$ cat src/rtl/nrs_pkg.sv
package nrs_pkg;

    localparam int DEF_BOARD_DEPTH    = 8;
    localparam int DEF_MAX_REQUESTERS = 16;
    localparam int DEF_VALUE_WIDTH    = 10;

    localparam int CAP_RESET = 8;
    localparam int REQ_RESET = 4;

    localparam logic CMD_POST   = 1'b0;
    localparam logic CMD_FINISH = 1'b1;

    localparam int CFG_IDX_W = 1;
    localparam logic [CFG_IDX_W-1:0] CFG_BOARD_CAPACITY  = 1'b0;
    localparam logic [CFG_IDX_W-1:0] CFG_REQUESTER_COUNT = 1'b1;

    typedef enum logic [1:0] {
        ST_IDLE,
        ST_CHECK,
        ST_SCAN,
        ST_SHIFT
    } t_state;

    typedef struct packed {
        logic clear;
        logic valid;
        logic first_mode;
    } t_sel_ctl;

endpackage

$ cat src/rtl/nrs_select.sv
module nrs_select #(
    parameter int VALUE_WIDTH = nrs_pkg::DEF_VALUE_WIDTH,
    parameter int ID_W        = 4,
    parameter int IDX_W       = 3
) (
    input  logic                   i_clk,
    input  logic                   i_rst_n,
    input  nrs_pkg::t_sel_ctl      i_ctl,
    input  logic [VALUE_WIDTH-1:0] i_value,
    input  logic [ID_W-1:0]        i_owner,
    input  logic [IDX_W-1:0]       i_index,
    input  logic [VALUE_WIDTH-1:0] i_last,
    output logic [IDX_W-1:0]       o_best_index,
    output logic [VALUE_WIDTH-1:0] o_best_value,
    output logic [ID_W-1:0]        o_best_owner
);
    import nrs_pkg::*;

    logic                   r_have;
    logic                   n_have;
    logic [VALUE_WIDTH-1:0] r_best_metric;
    logic [IDX_W-1:0]       r_best_index;
    logic [VALUE_WIDTH-1:0] r_best_value;
    logic [ID_W-1:0]        r_best_owner;
    logic [VALUE_WIDTH-1:0] metric;
    logic                   update;

    // Before the first serve the smallest value wins, afterwards the one nearest the
    // last served value. A strict compare keeps the earliest posted entry on a tie.
    always_comb begin
        if (i_ctl.first_mode) begin
            metric = i_value;
        end else if (i_value > i_last) begin
            metric = i_value - i_last;
        end else begin
            metric = i_last - i_value;
        end
        update = i_ctl.valid && (!r_have || (metric < r_best_metric));
        n_have = i_ctl.clear ? 1'b0 : (r_have | i_ctl.valid);
    end

    always_ff @(posedge i_clk) begin
        if (!i_rst_n) begin
            r_have <= 1'b0;
        end else begin
            r_have <= n_have;
        end
    end

    always_ff @(posedge i_clk) begin
        if (update) begin
            r_best_metric <= metric;
            r_best_index  <= i_index;
            r_best_value  <= i_value;
            r_best_owner  <= i_owner;
        end
    end

    assign o_best_index = r_best_index;
    assign o_best_value = r_best_value;
    assign o_best_owner = r_best_owner;

endmodule

$ cat src/rtl/nearest_request_scheduler.sv
// Nearest-request scheduler: a board of pending requests, at most one per requester.
// A command word is taken at a rising edge where start is high and busy is low:
// i_cmd selects a post (i_requester_id, i_request_value) or a finish of i_requester_id.
// Every command word yields exactly one result word, shown for one cycle while
// o_result_strobe is high: the post status and, when the board reached its live
// capacity, the served requester and value. The receiver cannot stall, so the result
// is simply presented; busy falls in the same cycle and the next command may follow.
// When nothing is served, the word passes through the check state and the strobe is registered as it leaves it.
// A serve sweeps the board memory once to pick the entry and once more to close the
// gap it leaves, one read per cycle through its single read port.
// Configuration writes are taken in any cycle and are meant for idle periods; writing
// the requester count also reloads the active count.
// Reset empties the board, clears the pending flags, restores capacity 8 and four
// active requesters, and marks that nothing has been served yet. No clearing pass runs.
module nearest_request_scheduler #(
    parameter int  BOARD_DEPTH    = nrs_pkg::DEF_BOARD_DEPTH,
    parameter int  MAX_REQUESTERS = nrs_pkg::DEF_MAX_REQUESTERS,
    parameter int  VALUE_WIDTH    = nrs_pkg::DEF_VALUE_WIDTH,
    localparam int ID_W           = (MAX_REQUESTERS > 1) ? $clog2(MAX_REQUESTERS) : 1,
    localparam int CAP_W          = $clog2(BOARD_DEPTH + 1),
    localparam int CNT_W          = $clog2(MAX_REQUESTERS + 1),
    localparam int CFG_W          = (CAP_W > CNT_W) ? CAP_W : CNT_W
) (
    input  logic                            i_clk,
    input  logic                            i_rst_n,
    input  logic                            start,
    output logic                            busy,
    input  logic                            i_cmd,
    input  logic [ID_W-1:0]                 i_requester_id,
    input  logic [VALUE_WIDTH-1:0]          i_request_value,
    input  logic                            i_cfg_we,
    input  logic [nrs_pkg::CFG_IDX_W-1:0]   i_cfg_index,
    input  logic [CFG_W-1:0]                i_cfg_data,
    output logic                            o_result_strobe,
    output logic                            o_post_status,
    output logic                            o_served,
    output logic [ID_W-1:0]                 o_served_requester,
    output logic [VALUE_WIDTH-1:0]          o_served_value
);
    import nrs_pkg::*;

    localparam int IDX_W      = (BOARD_DEPTH > 1) ? $clog2(BOARD_DEPTH) : 1;
    localparam int PEND_N     = 1 << ID_W;
    localparam int WORD_W     = ID_W + VALUE_WIDTH;
    localparam int ACT_RESET  = (REQ_RESET > MAX_REQUESTERS) ? MAX_REQUESTERS : REQ_RESET;

    t_state                 r_state, n_state;
    logic [CAP_W-1:0]       r_cfg_cap, n_cfg_cap;
    logic [CNT_W-1:0]       r_active, n_active;
    logic [CAP_W-1:0]       r_count, n_count;
    logic [VALUE_WIDTH-1:0] r_last, n_last;
    logic                   r_first, n_first;
    logic [PEND_N-1:0]      r_pending, n_pending;
    logic                   r_status, n_status;
    logic [CAP_W-1:0]       r_rd_idx, n_rd_idx;
    logic                   r_rd_vld, n_rd_vld;
    logic [IDX_W-1:0]       r_rd_tag, n_rd_tag;
    logic                   r_strobe, n_strobe;
    logic                   r_out_status, n_out_status;
    logic                   r_out_served, n_out_served;
    logic [ID_W-1:0]        r_out_owner, n_out_owner;
    logic [VALUE_WIDTH-1:0] r_out_value, n_out_value;

    logic [WORD_W-1:0]      mem [BOARD_DEPTH];
    logic [WORD_W-1:0]      r_rdata;
    logic [IDX_W-1:0]       rd_addr;
    logic                   wr_en;
    logic [IDX_W-1:0]       wr_addr;
    logic [WORD_W-1:0]      wr_data;

    t_sel_ctl               sel_ctl;
    logic [IDX_W-1:0]       best_index;
    logic [VALUE_WIDTH-1:0] best_value;
    logic [ID_W-1:0]        best_owner;

    logic [CFG_W-1:0]       cap_clamp;
    logic [CFG_W-1:0]       cap_live;
    logic                   serve_ok;
    logic [CNT_W-1:0]       cfg_req;

    nrs_select #(
        .VALUE_WIDTH (VALUE_WIDTH),
        .ID_W        (ID_W),
        .IDX_W       (IDX_W)
    ) u_select (
        .i_clk        (i_clk),
        .i_rst_n      (i_rst_n),
        .i_ctl        (sel_ctl),
        .i_value      (r_rdata[VALUE_WIDTH-1:0]),
        .i_owner      (r_rdata[WORD_W-1:VALUE_WIDTH]),
        .i_index      (r_rd_tag),
        .i_last       (r_last),
        .o_best_index (best_index),
        .o_best_value (best_value),
        .o_best_owner (best_owner)
    );

    // Live capacity is the clamped register value limited by the active requesters.
    always_comb begin
        if (r_cfg_cap == '0) begin
            cap_clamp = CFG_W'(1);
        end else if (r_cfg_cap > CAP_W'(BOARD_DEPTH)) begin
            cap_clamp = CFG_W'(BOARD_DEPTH);
        end else begin
            cap_clamp = CFG_W'(r_cfg_cap);
        end
        cap_live = (CFG_W'(r_active) < cap_clamp) ? CFG_W'(r_active) : cap_clamp;
        serve_ok = (cap_live != '0) && (r_count != '0) && (CFG_W'(r_count) >= cap_live);
        cfg_req  = i_cfg_data[CNT_W-1:0];
    end

    always_comb begin
        n_state      = r_state;
        n_cfg_cap    = r_cfg_cap;
        n_active     = r_active;
        n_count      = r_count;
        n_last       = r_last;
        n_first      = r_first;
        n_pending    = r_pending;
        n_status     = r_status;
        n_rd_idx     = r_rd_idx;
        n_rd_vld     = r_rd_vld;
        n_rd_tag     = r_rd_tag;
        n_strobe     = 1'b0;
        n_out_status = r_out_status;
        n_out_served = r_out_served;
        n_out_owner  = r_out_owner;
        n_out_value  = r_out_value;
        rd_addr      = r_rd_idx[IDX_W-1:0];
        wr_en        = 1'b0;
        wr_addr      = r_count[IDX_W-1:0];
        wr_data      = {i_requester_id, i_request_value};
        sel_ctl      = '0;
        sel_ctl.first_mode = r_first;

        case (r_state)
            ST_IDLE: begin
                if (start) begin
                    n_status = 1'b0;
                    if (i_cmd == CMD_POST) begin
                        if (r_pending[i_requester_id] || (r_count == CAP_W'(BOARD_DEPTH))) begin
                            n_status = 1'b1;
                        end else begin
                            wr_en                     = 1'b1;
                            n_count                   = r_count + CAP_W'(1);
                            n_pending[i_requester_id] = 1'b1;
                        end
                    end else if (r_active != '0) begin
                        n_active = r_active - CNT_W'(1);
                    end
                    n_state = ST_CHECK;
                end
            end
            ST_CHECK: begin
                sel_ctl.clear = 1'b1;
                if (serve_ok) begin
                    n_rd_idx = '0;
                    n_rd_vld = 1'b0;
                    n_state  = ST_SCAN;
                end else begin
                    n_strobe     = 1'b1;
                    n_out_status = r_status;
                    n_out_served = 1'b0;
                    n_out_owner  = '0;
                    n_out_value  = '0;
                    n_state      = ST_IDLE;
                end
            end
            ST_SCAN: begin
                sel_ctl.valid = r_rd_vld;
                n_rd_vld      = 1'b0;
                if (r_rd_idx < r_count) begin
                    n_rd_vld = 1'b1;
                    n_rd_tag = r_rd_idx[IDX_W-1:0];
                    n_rd_idx = r_rd_idx + CAP_W'(1);
                end else if (!r_rd_vld) begin
                    n_rd_idx = CAP_W'(best_index) + CAP_W'(1);
                    n_state  = ST_SHIFT;
                end
            end
            ST_SHIFT: begin
                n_rd_vld = 1'b0;
                if (r_rd_vld) begin
                    wr_en   = 1'b1;
                    wr_addr = r_rd_tag - IDX_W'(1);
                    wr_data = r_rdata;
                end
                if (r_rd_idx < r_count) begin
                    n_rd_vld = 1'b1;
                    n_rd_tag = r_rd_idx[IDX_W-1:0];
                    n_rd_idx = r_rd_idx + CAP_W'(1);
                end else if (!r_rd_vld) begin
                    n_strobe              = 1'b1;
                    n_out_status          = r_status;
                    n_out_served          = 1'b1;
                    n_out_owner           = best_owner;
                    n_out_value           = best_value;
                    n_count               = r_count - CAP_W'(1);
                    n_pending[best_owner] = 1'b0;
                    n_last                = best_value;
                    n_first               = 1'b0;
                    n_state               = ST_IDLE;
                end
            end
            default: begin
                n_state = ST_IDLE;
            end
        endcase

        if (i_cfg_we) begin
            case (i_cfg_index)
                CFG_BOARD_CAPACITY: begin
                    n_cfg_cap = i_cfg_data[CAP_W-1:0];
                end
                CFG_REQUESTER_COUNT: begin
                    n_active = (cfg_req > CNT_W'(MAX_REQUESTERS)) ? CNT_W'(MAX_REQUESTERS)
                                                                  : cfg_req;
                end
                default: begin
                end
            endcase
        end
    end

    always_ff @(posedge i_clk) begin
        if (!i_rst_n) begin
            r_state   <= ST_IDLE;
            r_cfg_cap <= CAP_W'(CAP_RESET);
            r_active  <= CNT_W'(ACT_RESET);
            r_count   <= '0;
            r_last    <= '0;
            r_first   <= 1'b1;
            r_pending <= '0;
            r_status  <= 1'b0;
            r_rd_idx  <= '0;
            r_rd_vld  <= 1'b0;
            r_strobe  <= 1'b0;
        end else begin
            r_state   <= n_state;
            r_cfg_cap <= n_cfg_cap;
            r_active  <= n_active;
            r_count   <= n_count;
            r_last    <= n_last;
            r_first   <= n_first;
            r_pending <= n_pending;
            r_status  <= n_status;
            r_rd_idx  <= n_rd_idx;
            r_rd_vld  <= n_rd_vld;
            r_strobe  <= n_strobe;
        end
    end

    always_ff @(posedge i_clk) begin
        r_rd_tag     <= n_rd_tag;
        r_out_status <= n_out_status;
        r_out_served <= n_out_served;
        r_out_owner  <= n_out_owner;
        r_out_value  <= n_out_value;
    end

    always_ff @(posedge i_clk) begin
        if (wr_en) begin
            mem[wr_addr] <= wr_data;
        end
    end

    always_ff @(posedge i_clk) begin
        r_rdata <= mem[rd_addr];
    end

    assign busy               = (r_state != ST_IDLE);
    assign o_result_strobe    = r_strobe;
    assign o_post_status      = r_out_status;
    assign o_served           = r_out_served;
    assign o_served_requester = r_out_owner;
    assign o_served_value     = r_out_value;

endmodule

$ cat config.mk
export PLATFORM = sky130hd
export DESIGN_NAME = nearest_request_scheduler
export DESIGN_NICKNAME = d
export VERILOG_FILES = /design/src/rtl/nrs_pkg.sv /design/src/rtl/nrs_select.sv /design/src/rtl/nearest_request_scheduler.sv
export SDC_FILE = /design/constraint.sdc
export NUM_CORES = 1
export LEC_CHECK = 0
export BUFFER_PORTS_ARGS = -buffer_cell sky130_fd_sc_hd__buf_4
export CORE_AREA = 2 2 177 179
export DETAILED_ROUTE_END_ITERATION = 16
export DIE_AREA = 0 0 179 181
export PLACE_DENSITY_LB_ADDON = 0.08
export REMOVE_ABC_BUFFERS = 1
export SYNTH_ARGS = -nofsm -noshare
export SYNTH_HDL_FRONTEND = slang
export SYNTH_HIERARCHICAL = 1
export SYNTH_SLANG_ARGS = --single-unit
$ cat constraint.sdc
create_clock -name i_clk -period 4 [get_ports i_clk]
set_input_delay 0.6 -clock i_clk [delete_from_list [all_inputs] [get_ports i_clk]]
set_output_delay 0.6 -clock i_clk [all_outputs]
set_load 0.005 [all_outputs]
==> results.json <==
{
  "firstDrtPassIters": 4,
  "fin_ws_ns": 0.214,
  "cts_tree": "built",
  "via_per_inst": 5.15,
  "fin_area_um2": 12500,
  "min_period_ns": 3.79,
  "fmax_ghz": 0.264,
  "r2r_start": "r_rdata[6]",
  "outcome": "finished clean",
  "crit_path_start_kind": "flop",
  "synth_area_um2": 10600,
  "critPathKind": "flop to flop",
  "synth.distinct_cells": 81,
  "fillers": 2821,
  "wl_per_cell_um": 19.6,
  "slew_headroom_pct": 51.3,
  "crit_path_max_fanout": 5,
  "floorplan.die_area_um2": 32400,
  "fin_crit_sh_pct": 94.7,
  "ys_seq_area_share_pct": 56.9,
  "dpl.cell_count": 1283,
  "arrival_ns": 4.03,
  "wl_mm": 26.2,
  "drc": 0,
  "cts.sinks": 222,
  "place_congestion": 0.854,
  "multiInputGateArea_um2": 4210,
  "cp.required_ns": 4.25,
  "numPortBuffers": 42,
  "numCtsBuffers": 26,
  "regToRegEndpoint": "u_select/o_best_value[1]",
  "syn_area_per_cell_um2": 12.4,
  "synthArstFlopShare_pct": 0,
  "clkTransAtPathRegs_ns": 0.06,
  "vias": 6872,
  "reg2reg_setup_slack_ns": 0.21,
  "htreeDepth": 1,
  "drt_iter0_drc": 415,
  "drt-met1-wl_mm": 12.3,
  "routed-wl-met3_mm": 1.07,
  "yosysWarnings": 6,
  "endpoint_kind": "flop",
  "place_ws_ns": 0.111,
  "ios": 43,
  "min_from": "i_cmd",
  "met2WireLength_mm": 12.4,
  "holdCritPathClass": "primary input to flop",
  "ys_seq_elements": 222,
  "min_to": "r_status",
  "peakVddDrop_v": 0.000341,
  "reg2reg_depth": 16,
  "clockBufferDepth": 3,
  "area_growth_pct": 17.7,
  "drtAntennaViolNets": 0,
  "start_util_pct": 34.9,
  "cellLeakagePower_nw": 4.62,
  "placed_area_um2": 11500,
  "grt_pass1_wl_mm": 40.1,
  "worst_pin_slew_ns": 0.730,
  "antenna_cells": 0,
  "regArea_um2": 6030,
  "die-width_um": 179,
  "hpwl_mm": 17.5,
  "grt_pass1_vias": 7105,
  "cap_violations": 0,
  "hold_slack_ns": 0.289,
  "top_layer_used": "met4",
  "grt_max_degree": 34,
  "fp.dieH_um": 181,
  "postLayoutCoreUtil_pct": 41.0,
  "row_count": 64,
  "finalSetupViolations": 0,
  "fin_skew_ns": 0.0219,
  "coreArea_um2": 30300,
  "track_usage_pct": 16.1,
  "slew_viol_final": 0,
  "antenna_found_initial": 0,
  "layout-drive-gt1-share_pct": 20.3,
  "root_buffer": "clkbuf_16",
  "tns_ns": 0,
  "finalPower_mw": 5.76,
  "nNetsFinal": 996,
  "synthCells": 853,
  "grt-ovfl-total": 0,
  "synth_edf_count": 158,
  "hold_viol": 0,
  "clkLatencyLatePin_ns": 0.55,
  "power.density_nw_per_um2": 463,
  "stdcell_count": 1335,
  "holdPathStages": 2,
  "ys.flop_type": "edfxtp_1"
}
==> state kept, by name, indices dropped and copies added, names as in the netlist, 3 cells and up, named ones only <==
register                flops
mem                       112
r_pending                  16
r_rdata                    14
o_served_value             10
r_last                     10
u_select/o_best_value      10
u_select/r_best_metric     10
r_active                    5
o_served_requester          4
r_cfg_cap                   4
r_count                     4
r_rd_idx                    4
u_select/o_best_owner       4
r_rd_tag                    3
u_select/o_best_index       3
==> critical path: stages (launching register included) <==
cell and delay [ns]:
dfxtp_1 0.49, inv_1 0.12, ha_1 0.31, and3_1 0.20, nand2_1 0.06, o22ai_1 0.17
a21o_1 0.17, mux2i_1 0.24, xnor2_1 0.08, mux2i_1 0.22, ha_1 0.29, a21o_1 0.20
a211oi_2 0.20, o21ai_1 0.09, o211ai_1 0.10, a41o_2 0.34, clkbuf_16 0.19
==> synth_stat cells, types with 7 or more instances <==
library cell	number	share of area (%)
a211oi_1	7	0.50
dfxtp_1	64	12
a21oi_1	39	1.8
xnor2_1	11	0.91
and2_1	19	1.1
nor2_1	46	1.6
edfxtp_1	158	45
nor2b_1	8	0.47
mux2_2	15	1.6
a31oi_1	13	0.77
nand3_1	13	0.61
inv_1	58	2.1
nand2b_1	10	0.59
clkbuf_1	25	0.89
nor3_1	17	0.80
o21ai_0	17	0.80
ha_1	49	5.8
a21o_1	8	0.57
nand2_1	104	3.7
mux2i_1	28	2.6
mux4_2	29	6.2
==> where the power goes <==
| part | switching [mW] | leakage [nW] | total (mW) | internal, mW |
|---|---|---|---|---|
| clock network | 0.957 | 0.435 | 2.42 | 1.46 |
| logic | 0.419 | 2.22 | 0.759 | 0.340 |
| registers | 0.0489 | 1.96 | 2.59 | 2.54 |
| total | 1.42 | 4.62 | 5.76 | 4.34 |
==> per-layer routing <==
metal / track usage (%) / up-vias
met5: 0 / -
met4: 3.48 / 0
met3: 2.42 / 35
met2: 26.4 / 135
met1: 22.5 / 3416
li1: - / 3286
==> cell families (layout without fill, tap and decap cells) <==
logic type / Yosys count / in the layout / share of synthesized area, %
AND/OR/NAND/NOR: 247 / 247 / 11.2
flip-flops: 222 / 222 / 56.9
AO/OA/AOI/OAI: 148 / 148 / 9.96
buffers and inverters: 97 / 183 / 3.68
multiplexers: 73 / 73 / 10.7
adder cells (fa/ha/maj): 52 / 52 / 6.36
XOR/XNOR: 14 / 14 / 1.16
==> cell usage in the layout, fill, tap and decap left out, types with 4 or more instances in the layout <==
cell type	instances
nor2_1	45
a21o_1	8
nand3_1	13
ha_1	46
nand4b_1	4
a21oi_1	38
clkbuf_1	5
clkbuf_16	27
nand2_1	104
a311oi_1	5
mux2i_1	28
a32oi_1	4
xnor2_1	11
dfxtp_1	61
a211oi_1	6
a22oi_1	5
mux4_2	29
o221ai_1	4
edfxtp_1	158
nor2b_1	8
clkbuf_8	7
nor3_1	16
nor3b_1	5
buf_4	72
and2_1	19
a31oi_1	13
o21ai_0	15
nand2b_1	9
inv_1	58
mux2_2	15
==> worst max-delay path by stage <==
stage	start	endpoint	depth (start not counted)
2_1_floorplan	r_rdata[0]	u_select/o_best_index[0]	16
3_3_place_gp	r_rdata[0]	u_select/o_best_value[2]	17
3_5_place_dp	r_rdata[0]	u_select/o_best_value[2]	17
4_1_cts	r_rdata[0]	u_select/o_best_owner[2]	17
5_1_grt	r_rdata[5]	u_select/o_best_value[1]	16
6_report	r_rdata[6]	u_select/o_best_value[1]	16
==> cell type report <==
cell class / count / area share [%]
Clock buffer: 38 / 6.15
Timing Repair Buffer: 76 / 4.88
Sequential cell: 222 / 48.4
Inverter: 59 / 1.78
Tap cell: 396 / 3.98
Multi-Input combinational cell: 534 / 33.8
Clock inverter: 10 / 1.03
==> what timing repair did <==
item                                    CTS  global route
endpoints found under the setup margin    0            27
hold buffers                              0             0
resized for setup                         0            14
setup buffers                             0             2
Power figures use the tool's default switching activity.
